==> config.mk <==
export PLATFORM = sky130hd
export DESIGN_NAME = prescale_match_search_unit
export DESIGN_NICKNAME = d
export VERILOG_FILES = /design/src/rtl/pms_pkg.sv /design/src/rtl/prescale_match_search_unit.sv
export SDC_FILE = /design/constraint.sdc
export NUM_CORES = 1
export LEC_CHECK = 0
export BUFFER_PORTS_ARGS = -buffer_cell sky130_fd_sc_hd__clkbuf_2
export CAP_MARGIN = 15
export CORE_MARGIN = 2
export CORE_UTILIZATION = 60
export CTS_CLUSTER_DIAMETER = 80
export DETAILED_ROUTE_END_ITERATION = 12
export PLACE_DENSITY_LB_ADDON = 0.05
export SETUP_SLACK_MARGIN = 0.02
export SLEW_MARGIN = 25
export SYNTH_ARGS = -nofsm -noshare
export SYNTH_HDL_FRONTEND = slang
export SYNTH_SLANG_ARGS = --single-unit
==> constraint.sdc <==
create_clock -name clk -period 4.1 [get_ports clk]
set_clock_uncertainty 0.1 [all_clocks]
set_input_delay 0.615 -clock clk [delete_from_list [all_inputs] [get_ports clk]]
set_output_delay 0.615 -clock clk [all_outputs]
set_load 0.01 [all_outputs]
==> src/rtl/pms_pkg.sv <==
`timescale 1ns / 1ps
`default_nettype none
// ----------------------------------------------------------------------------
// pms_pkg: shared constants and types for the prescale and match search
// Field widths, search limits and sequencer states.
// ----------------------------------------------------------------------------
package pms_pkg;

	localparam int CNT_W      = 32;
	localparam int PRESCALE_W = 9;
	localparam int MATCH_W    = 17;
	localparam int QUOT_W     = 16;
	localparam int ALU_W      = MATCH_W + 1;

	localparam logic [MATCH_W-1:0]    MATCH_MAX    = MATCH_W'(65536);
	localparam logic [PRESCALE_W-1:0] PRESCALE_MAX = PRESCALE_W'(256);

	typedef enum logic [1:0] {
		ST_IDLE,
		ST_EVAL,
		ST_ADJUST
	} state_t;

endpackage
`default_nettype wire

==> src/rtl/prescale_match_search_unit.sv <==
`timescale 1ns / 1ps
`default_nettype none
// ----------------------------------------------------------------------------
// prescale_match_search_unit: timer prescale and period search
// Finds the prescale and match pair whose product best fits a tick count.
// ----------------------------------------------------------------------------
// Usage:
//   Drive tick_count and raise start while busy is low; the word is taken at
//   that clock edge. The result appears on prescale and match_value for one
//   cycle with done high. The receiver cannot stall; it must take the result
//   in that cycle.
//   A count of at most 65536 is answered directly: done rises in the cycle
//   after start is taken, and busy stays low. A larger count starts a search
//   that walks the match value down from 65536 while keeping quotient and
//   remainder updated through one shared add/subtract unit: each candidate
//   gets an evaluate step and then a correction step, which repeats each
//   time the quotient steps up. The search stops at the first exact divisor
//   or once the quotient passes 256; the quotient steps up at most 256 times.
//   Counts of 257 * 65536 or more finish at the first evaluate step. busy
//   is high for the whole search.
//   Reset returns the sequencer to idle and clears done; no result is lost
//   other than one in flight at reset.
// ----------------------------------------------------------------------------
module prescale_match_search_unit (
	input  wire                               clk,
	input  wire                               arst_n,
	input  wire                               start,
	output logic                              busy,
	input  wire  [pms_pkg::CNT_W-1:0]         tick_count,
	output logic                              done,
	output logic [pms_pkg::PRESCALE_W-1:0]    prescale,
	output logic [pms_pkg::MATCH_W-1:0]       match_value
);

	pms_pkg::state_t state_q, state_d;

	logic [pms_pkg::MATCH_W-1:0]    m_q;
	logic [pms_pkg::QUOT_W-1:0]     quot_q;
	logic [pms_pkg::MATCH_W-1:0]    rem_q;
	logic [pms_pkg::MATCH_W-1:0]    best_rem_q;
	logic [pms_pkg::PRESCALE_W-1:0] best_p_q;
	logic [pms_pkg::MATCH_W-1:0]    best_m_q;

	logic accept;
	logic small_req;
	logic load_small;
	logic load_large;
	logic do_eval;
	logic do_adjust;

	logic                         over_limit;
	logic                         exact;
	logic [pms_pkg::ALU_W-1:0]    alu_b;
	logic [pms_pkg::ALU_W-1:0]    alu_sum;
	logic                         rem_ge;

	assign accept    = start && !busy;
	assign small_req = (tick_count <= {{(pms_pkg::CNT_W-pms_pkg::MATCH_W){1'b0}},
		pms_pkg::MATCH_MAX});

	// shared unit: rem + quot when stepping the match down, rem - m when correcting
	assign alu_b   = do_adjust ? ~{1'b0, m_q} : {{(pms_pkg::ALU_W-pms_pkg::QUOT_W){1'b0}}, quot_q};
	assign alu_sum = {1'b0, rem_q} + alu_b + {{(pms_pkg::ALU_W-1){1'b0}}, do_adjust};
	assign rem_ge  = !alu_sum[pms_pkg::ALU_W-1];

	assign over_limit = (quot_q > {{(pms_pkg::QUOT_W-pms_pkg::PRESCALE_W){1'b0}},
		pms_pkg::PRESCALE_MAX});
	assign exact      = (rem_q == '0);

	always_comb begin
		state_d = state_q;
		unique case (state_q)
			pms_pkg::ST_IDLE: begin
				if (accept && !small_req)
					state_d = pms_pkg::ST_EVAL;
			end
			pms_pkg::ST_EVAL: begin
				if (over_limit || exact)
					state_d = pms_pkg::ST_IDLE;
				else
					state_d = pms_pkg::ST_ADJUST;
			end
			pms_pkg::ST_ADJUST: begin
				if (!rem_ge)
					state_d = pms_pkg::ST_EVAL;
			end
			default: state_d = pms_pkg::ST_IDLE;
		endcase
	end

	always_comb begin
		busy       = 1'b1;
		load_small = 1'b0;
		load_large = 1'b0;
		do_eval    = 1'b0;
		do_adjust  = 1'b0;
		unique case (state_q)
			pms_pkg::ST_IDLE: begin
				busy       = 1'b0;
				load_small = accept && small_req;
				load_large = accept && !small_req;
			end
			pms_pkg::ST_EVAL:   do_eval   = 1'b1;
			pms_pkg::ST_ADJUST: do_adjust = 1'b1;
			default:            busy      = 1'b1;
		endcase
	end

	always_ff @(posedge clk or negedge arst_n) begin
		if (!arst_n) begin
			state_q <= pms_pkg::ST_IDLE;
			done    <= 1'b0;
		end else begin
			state_q <= state_d;
			done    <= load_small || (do_eval && (over_limit || exact));
		end
	end

	always_ff @(posedge clk) begin
		if (load_small) begin
			prescale    <= pms_pkg::PRESCALE_W'(1);
			match_value <= tick_count[pms_pkg::MATCH_W-1:0];
		end
		if (load_large) begin
			m_q        <= pms_pkg::MATCH_MAX;
			quot_q     <= tick_count[pms_pkg::CNT_W-1:pms_pkg::CNT_W-pms_pkg::QUOT_W];
			rem_q      <= {1'b0, tick_count[pms_pkg::CNT_W-pms_pkg::QUOT_W-1:0]};
			best_rem_q <= '1;
			best_p_q   <= pms_pkg::PRESCALE_W'(1);
			best_m_q   <= pms_pkg::MATCH_MAX;
		end
		if (do_eval) begin
			if (over_limit) begin
				prescale    <= best_p_q;
				match_value <= best_m_q;
			end else if (exact) begin
				prescale    <= quot_q[pms_pkg::PRESCALE_W-1:0];
				match_value <= m_q;
			end else begin
				// keep the earlier match on equal remainders
				if (rem_q < best_rem_q) begin
					best_rem_q <= rem_q;
					best_p_q   <= quot_q[pms_pkg::PRESCALE_W-1:0];
					best_m_q   <= m_q;
				end
				m_q   <= m_q - pms_pkg::MATCH_W'(1);
				rem_q <= alu_sum[pms_pkg::MATCH_W-1:0];
			end
		end
		if (do_adjust && rem_ge) begin
			rem_q  <= alu_sum[pms_pkg::MATCH_W-1:0];
			quot_q <= quot_q + pms_pkg::QUOT_W'(1);
		end
	end

`ifndef SYNTHESIS
	a_rem_below_match: assert property (@(posedge clk) disable iff (!arst_n)
		(state_q == pms_pkg::ST_EVAL) |-> (rem_q < m_q))
		else $error("remainder not below match during evaluate");

	a_prescale_range: assert property (@(posedge clk) disable iff (!arst_n)
		done |-> (prescale >= pms_pkg::PRESCALE_W'(1) && prescale <= pms_pkg::PRESCALE_MAX))
		else $error("prescale out of range");

	a_match_range: assert property (@(posedge clk) disable iff (!arst_n)
		done |-> (match_value <= pms_pkg::MATCH_MAX))
		else $error("match value out of range");

	a_large_goes_busy: assert property (@(posedge clk) disable iff (!arst_n)
		(accept && !small_req) |=> (busy && !done))
		else $error("large request did not start a search");

	a_adjust_quotient: assert property (@(posedge clk) disable iff (!arst_n)
		(state_q == pms_pkg::ST_ADJUST) |->
		(quot_q <= pms_pkg::QUOT_W'(258)))
		else $error("quotient ran away during correction");
`endif

endmodule
`default_nettype wire

After elaboration in Yosys (flattened, before gate mapping)
Cells that the tools add are included.
- mux-type cells: 44
- magnitude comparators: 3
- equal/unequal tests: 4
- bitwise gates (word level): 1
- reductions and logical operators: 13
- $add $sub $neg: 4
- operator list (operator ; number):
    $mux 17 ; 23
    $mux 9 ; 9
    $le 32x17->1 const B ; 1
    $mux 16 ; 2
    $add 17x18->18 ; 1
    $add 18x1->18 ; 1
    $mux 18 ; 1
    $not 17->18 ; 1
    $logic_not 17->1 ; 1
    $lt 17x17->1 ; 1
    $sub 17x1->17 const B ; 1
    $add 16x1->16 const B ; 1
    $gt 16x9->1 const B ; 1
    $mux 2 ; 3
    $pmux 2 s3 ; 1
    $logic_and 1x1->1 ; 5
    $mux 1 ; 5
    $eq 2x1->1 const B ; 1
    $eq 2x2->1 const B ; 1
    $logic_not 1->1 ; 2
    $logic_not 2->1 ; 1
    $logic_or 1x1->1 ; 2
    $ne 2x1->1 const B ; 1
    $ne 2x2->1 const B ; 1
    other kinds (2) ; 2
- register bits after elaboration: 122
- output and inout bits: 28
- logic and storage cells: 79
- input bits: 35

Depth between registers and ports, before layout
- depth in word-level cells: 9
- mapped depth: 14
- gate-level depth less buffers: 12

Worst setup path after synthesis
OpenSTA, ideal clock, no wires.
- path type: reg2reg
- start point: register state_q[0]
- end point: register quot_q[10] (netlist name) (data pin)
- period minus slack after synthesis: 3.531 ns
- setup time: 0.260 ns
- data arrival time: 3.171 ns
- slack: 0.569 ns
- cell stages (with the launch flop): 15
- buffers on the path: 3
- data required time: 3.740 ns
- cells stage by stage: dfrtp_1 > nor2b_1 > inv_1 > clkbuf_1 > nand2_1 > o21ai_0 > ha_1 > clkbuf_1 > a21o_1 > a31oi_1 > nand2_1 > o21ai_1 > nand2_1 > clkbuf_1 > mux2_2
- word-level cells in the longest chain between the ends: 8
- ends and longest elaborated chain (what ; line ; text):
    from (decl) ; prescale_match_search_unit.sv:35 ; pms_pkg::state_t state_q, state_d;
    from (signal assigned) ; prescale_match_search_unit.sv:111 ; state_q <= pms_pkg::ST_IDLE;
    from (signal assigned) ; prescale_match_search_unit.sv:114 ; state_q <= state_d;
    $eq 2x2->1 (*) ; prescale_match_search_unit.sv:97 ; unique case (state_q)
    $mux 1 (*) ; prescale_match_search_unit.sv:97 ;
    $mux 18 ; prescale_match_search_unit.sv:62 ; assign alu_b = do_adjust ? ~{1'b0, m_q} : {{(pms_pkg::ALU_W-pms_pkg::QUOT_W){1'b0}}, quot_q};
    $add 17x18->18 ; prescale_match_search_unit.sv:63 ; assign alu_sum = {1'b0, rem_q} + alu_b + {{(pms_pkg::ALU_W-1){1'b0}}, do_adjust};
    $add 18x1->18 ; prescale_match_search_unit.sv:63 ;
    $logic_not 1->1 ; prescale_match_search_unit.sv:64 ; assign rem_ge = !alu_sum[pms_pkg::ALU_W-1];
    $logic_and 1x1->1 (*) ; prescale_match_search_unit.sv:150 ; if (do_adjust && rem_ge) begin
    $mux 16 (*) ; prescale_match_search_unit.sv:150 ;
    to (signal assigned) ; prescale_match_search_unit.sv:126 ; quot_q <= tick_count[pms_pkg::CNT_W-1:pms_pkg::CNT_W-pms_pkg::QUOT_W];
    to (signal assigned) ; prescale_match_search_unit.sv:152 ; quot_q <= quot_q + pms_pkg::QUOT_W'(1);
    to (decl) ; prescale_match_search_unit.sv:38 ; logic [pms_pkg::QUOT_W-1:0] quot_q;
Every way passes the cells marked *; elsewhere a longest branch is shown, timed or not.
A chain may end at the register's enable or synchronous reset.

Final worst setup path
- start point: register state_q[0]
- end point: register quot_q[7] (netlist name) (data pin)
Same word-level chain as after synthesis.

==> impl_metrics.env <==
export IMPL_status="complete, no violations"
export IMPL_nNetsFinal=869
export IMPL_finalHoldViolations=0
export IMPL_rsz0062_at_grt="no"
export IMPL_antenna_left=0
export IMPL_die_height_microns=111
export IMPL_fin_tns_setup_ns=0
export IMPL_avgSynthCellArea_sq_um=9.30
export IMPL_p_comb_frac=0.238
export IMPL_critical_path_max_fanout=17
export IMPL_fp_coreArea_sq_um=11300
export IMPL_crit_required_ns=4.17
export IMPL_grt_overflow=0
export IMPL_tightest_slew_ns=0.775
export IMPL_r2r_start="state_q[0]$_DFFE_PN0P_"
export IMPL_path_buf_inv=3
export IMPL_place_ws_ns=0.372
export IMPL_ys_async_sr_fraction=0.0246
export IMPL_via_per_inst=6.16
export IMPL_ys_ff_latch=122
export IMPL_final_util=0.710
export IMPL_wl_met2_mm=9.01
export IMPL_cts_buffer_depth=2
export IMPL_die_area_sq_um=12300
export IMPL_wl_per_cell_microns=20.4
export IMPL_crit_arrival_ns=3.93
export IMPL_holdWs_ns=0.361
export IMPL_slew_violations=0
export IMPL_layout_common_cells="dfxtp_1 (103), nand2_1 (84), mux2i_1 (78)"
export IMPL_fin_ws_ns=0.240
export IMPL_pwr_share_seq=0.362
export IMPL_reg2reg_depth=13
export IMPL_yosysTopAreaCell="dfxtp_1"
export IMPL_vias=5871
export IMPL_final_common_cell="dfxtp_1"
export IMPL_portBuffers=62
export IMPL_place_congestion=0.973
export IMPL_numCtsBuffers=17
export IMPL_root_buffer="clkbuf_16"
export IMPL_fmax_ghz=0.259
export IMPL_swShare=0.312
export IMPL_grt_start_max_net_pins=80
export IMPL_syn_nets=809
export IMPL_synth_distinct_cells=61
export IMPL_period_share=0.942
export IMPL_maxCapViolCount=0
export IMPL_p_switching_mw=1.24
export IMPL_vdd_drop_max_mv=0.309
export IMPL_layout_min_cycle_time_ns=3.86
export IMPL_grtUsageTotal=0.320
export IMPL_clk_pin_slew_ns=0.06
export IMPL_crit_start="state_q[0]$_DFFE_PN0P_"
export IMPL_startpoint_type="flop"
export IMPL_power_internal_mw=2.74
export IMPL_critPathTopFamily="compound AO/OA/AOI/OAI gates"
export IMPL_cts_tree="done"
export IMPL_crit_cells=13
export IMPL_area_growth_pct=16.7
export IMPL_dpl_hpwl_mm=14.0
export IMPL_die_w_microns=111
export IMPL_antenna_cells=0
export IMPL_cp_end_kind="flop"
export IMPL_syn_inst=737
export IMPL_drive_gt1_frac=0.189
export IMPL_ys_flop_type="dfxtp_1"
export IMPL_pin_count=63
export IMPL_path_cells="nor2b_1 -> clkinvlp_4 -> buf_4 -> nand2_1 -> o21ai_0 -> ha_1 -> a21o_1 -> a31oi_1 -> nand2_1 -> o21ai_1 -> nand2_1 -> buf_4 -> mux2_2"
export IMPL_wirelength_mm=19.4
export IMPL_first_pass_iters=5
export IMPL_highest_layer="met4"
export IMPL_drc_errors=0
export IMPL_r2r_end="quot_q[7]$_DFFE_PP_"
export IMPL_grt_pass1_vias=5681
export IMPL_power_density_nw_per_um2=497
export IMPL_relSlewSlack=0.481
export IMPL_synth_seq_area_share=0.382
export IMPL_cpPeakStageDelay_ns=0.47
export IMPL_cellLeakagePower_nw=3.54
export IMPL_setup_viol=0
export IMPL_drt_met1_wl_mm=8.46
export IMPL_start_util=0.608
export IMPL_fp_row_count=39
export IMPL_ys_warnings_count=0
export IMPL_p_clk_frac=0.400
export IMPL_hold_path_class="flop to flop"
export IMPL_endpoint="quot_q[7]$_DFFE_PP_"
export IMPL_first_iter_violations=468
export IMPL_path_class="flop to flop"
export IMPL_reg2reg_slack_ns=0.24
export IMPL_htreeDepth=4
export IMPL_clock_latency_ns=0.43
export IMPL_clock_sinks=122
export IMPL_synth_area_sq_um=6860
export IMPL_synth_area_leaders="dfxtp_1 (30%), mux2i_1 (11%), edfxtp_1 (7.0%)"
export IMPL_cp_slowest_cell="nor2b_1"
export IMPL_power_total_mw=3.98
export IMPL_wl_met3_mm=1.29
export IMPL_synth_edf_count=16
export IMPL_grt_pass1_wl_mm=30.8
export IMPL_synth_top_area_frac=0.301
export IMPL_timing_critical_path_mode_cell="nand2_1"
export IMPL_antenna_found_initial=0
[flip-flops by register name (all words and copies together) (netlist names)]
register / cells
quot_q: 16
rem_q: 17
best_m_q: 17
state_q: 2
best_p_q: 9
prescale: 9
m_q: 17
best_rem_q: 17
match_value: 17
done: 1
[timing repair]
action                     in CTS  in global routing
hold endpoints to repair        3                  0
hold buffers                    1                  0
resized for setup               0                  2
setup endpoints to repair       0                  1
buffers inserted                0                  1
[how the worst min path moves through the flow]
| stage | startpoint | end | slack (ns) | cells after the start |
|---|---|---|---|---|
| CTS | best_m_q[5]$_DFF_P_ | best_m_q[5]$_DFF_P_ | 0.36 | 2 |
| global route | prescale[3]$_DFF_P_ | prescale[3]$_DFF_P_ | 0.38 | 1 |
| detailed placement | arst_n | done$_DFF_PN0_ | 0.33 | 1 |
| global placement | arst_n | done$_DFF_PN0_ | 0.33 | 1 |
| floorplan | arst_n | done$_DFF_PN0_ | 0.22 | 0 |
| finish | prescale[5]$_DFF_P_ | prescale[5]$_DFF_P_ | 0.36 | 1 |
[metrics by stage]
step                instance area [sq um]  cells
detailed placement                   7350    918
global placement                     7350    918
finish                               8000    953
global route                         8000    953
CTS                                  7990    951
floorplan                            6860    737
[kinds of logic (layout without fill, tap and decap cells)]
group	Yosys count	in the layout	share of synthesized area
AO/OA/AOI/OAI	161	161	0.159
XOR/XNOR	26	26	0.0332
adder cells (fa/ha/maj)	37	37	0.0697
buffers and inverters	91	164	0.0507
flip-flops	122	122	0.382
multiplexers	111	111	0.168
AND/OR/NAND/NOR	189	189	0.137
[power by group through the flow]
| stage | Sequential [mW] | Clock, mW | Combinational, mW |
|---|---|---|---|
| floorplan | 1.39 | 0 | 0.691 |
| global placement | 1.46 | 0 | 0.899 |
| detailed placement | 1.46 | 0 | 0.918 |
| CTS | 1.44 | 1.60 | 0.932 |
| global route | 1.45 | 1.64 | 1.04 |
| finish | 1.44 | 1.59 | 0.949 |
[cell usage after synthesis (all sizes together) (2+ instances only)]
library cell    n
nand3          17
nor2b           7
nand2          84
a21oi          19
or3             4
nand4           8
inv            53
nand2b          7
xnor2          14
o211ai          8
o21a            3
a32oi           3
ha             35
fa              2
nor2           19
a211o           4
clkbuf         32
a211oi          3
dfrtp           3
o211a           2
a21boi          2
edfxtp         16
or4             4
nor4           18
o21ai          34
mux2           33
a21o           11
a31o            3
o2bb2ai         9
and3            7
a22oi          25
dfxtp         103
o31ai           5
o22ai          17
a31oi           3
mux2i          78
buf             6
nor3           10
xor2           12
[final cells by class]
class	count	area, sq um
Clock buffer	26	520
Multi-Input combinational cell	524	3920
Clock inverter	6	109
Fill cell	878	3270
Tap cell	143	179
Timing Repair Buffer	78	445
Inverter	53	203
Sequential cell	122	2620
Timing Repair inverter	1	7.51
[per-layer routing]
layer / vias up / track usage
met5: - / 0
met4: 0 / 0.134
met3: 56 / 0.0574
met2: 224 / 0.508
met1: 2785 / 0.432
li1: 2806 / -
(Power assumes the default switching activity.)
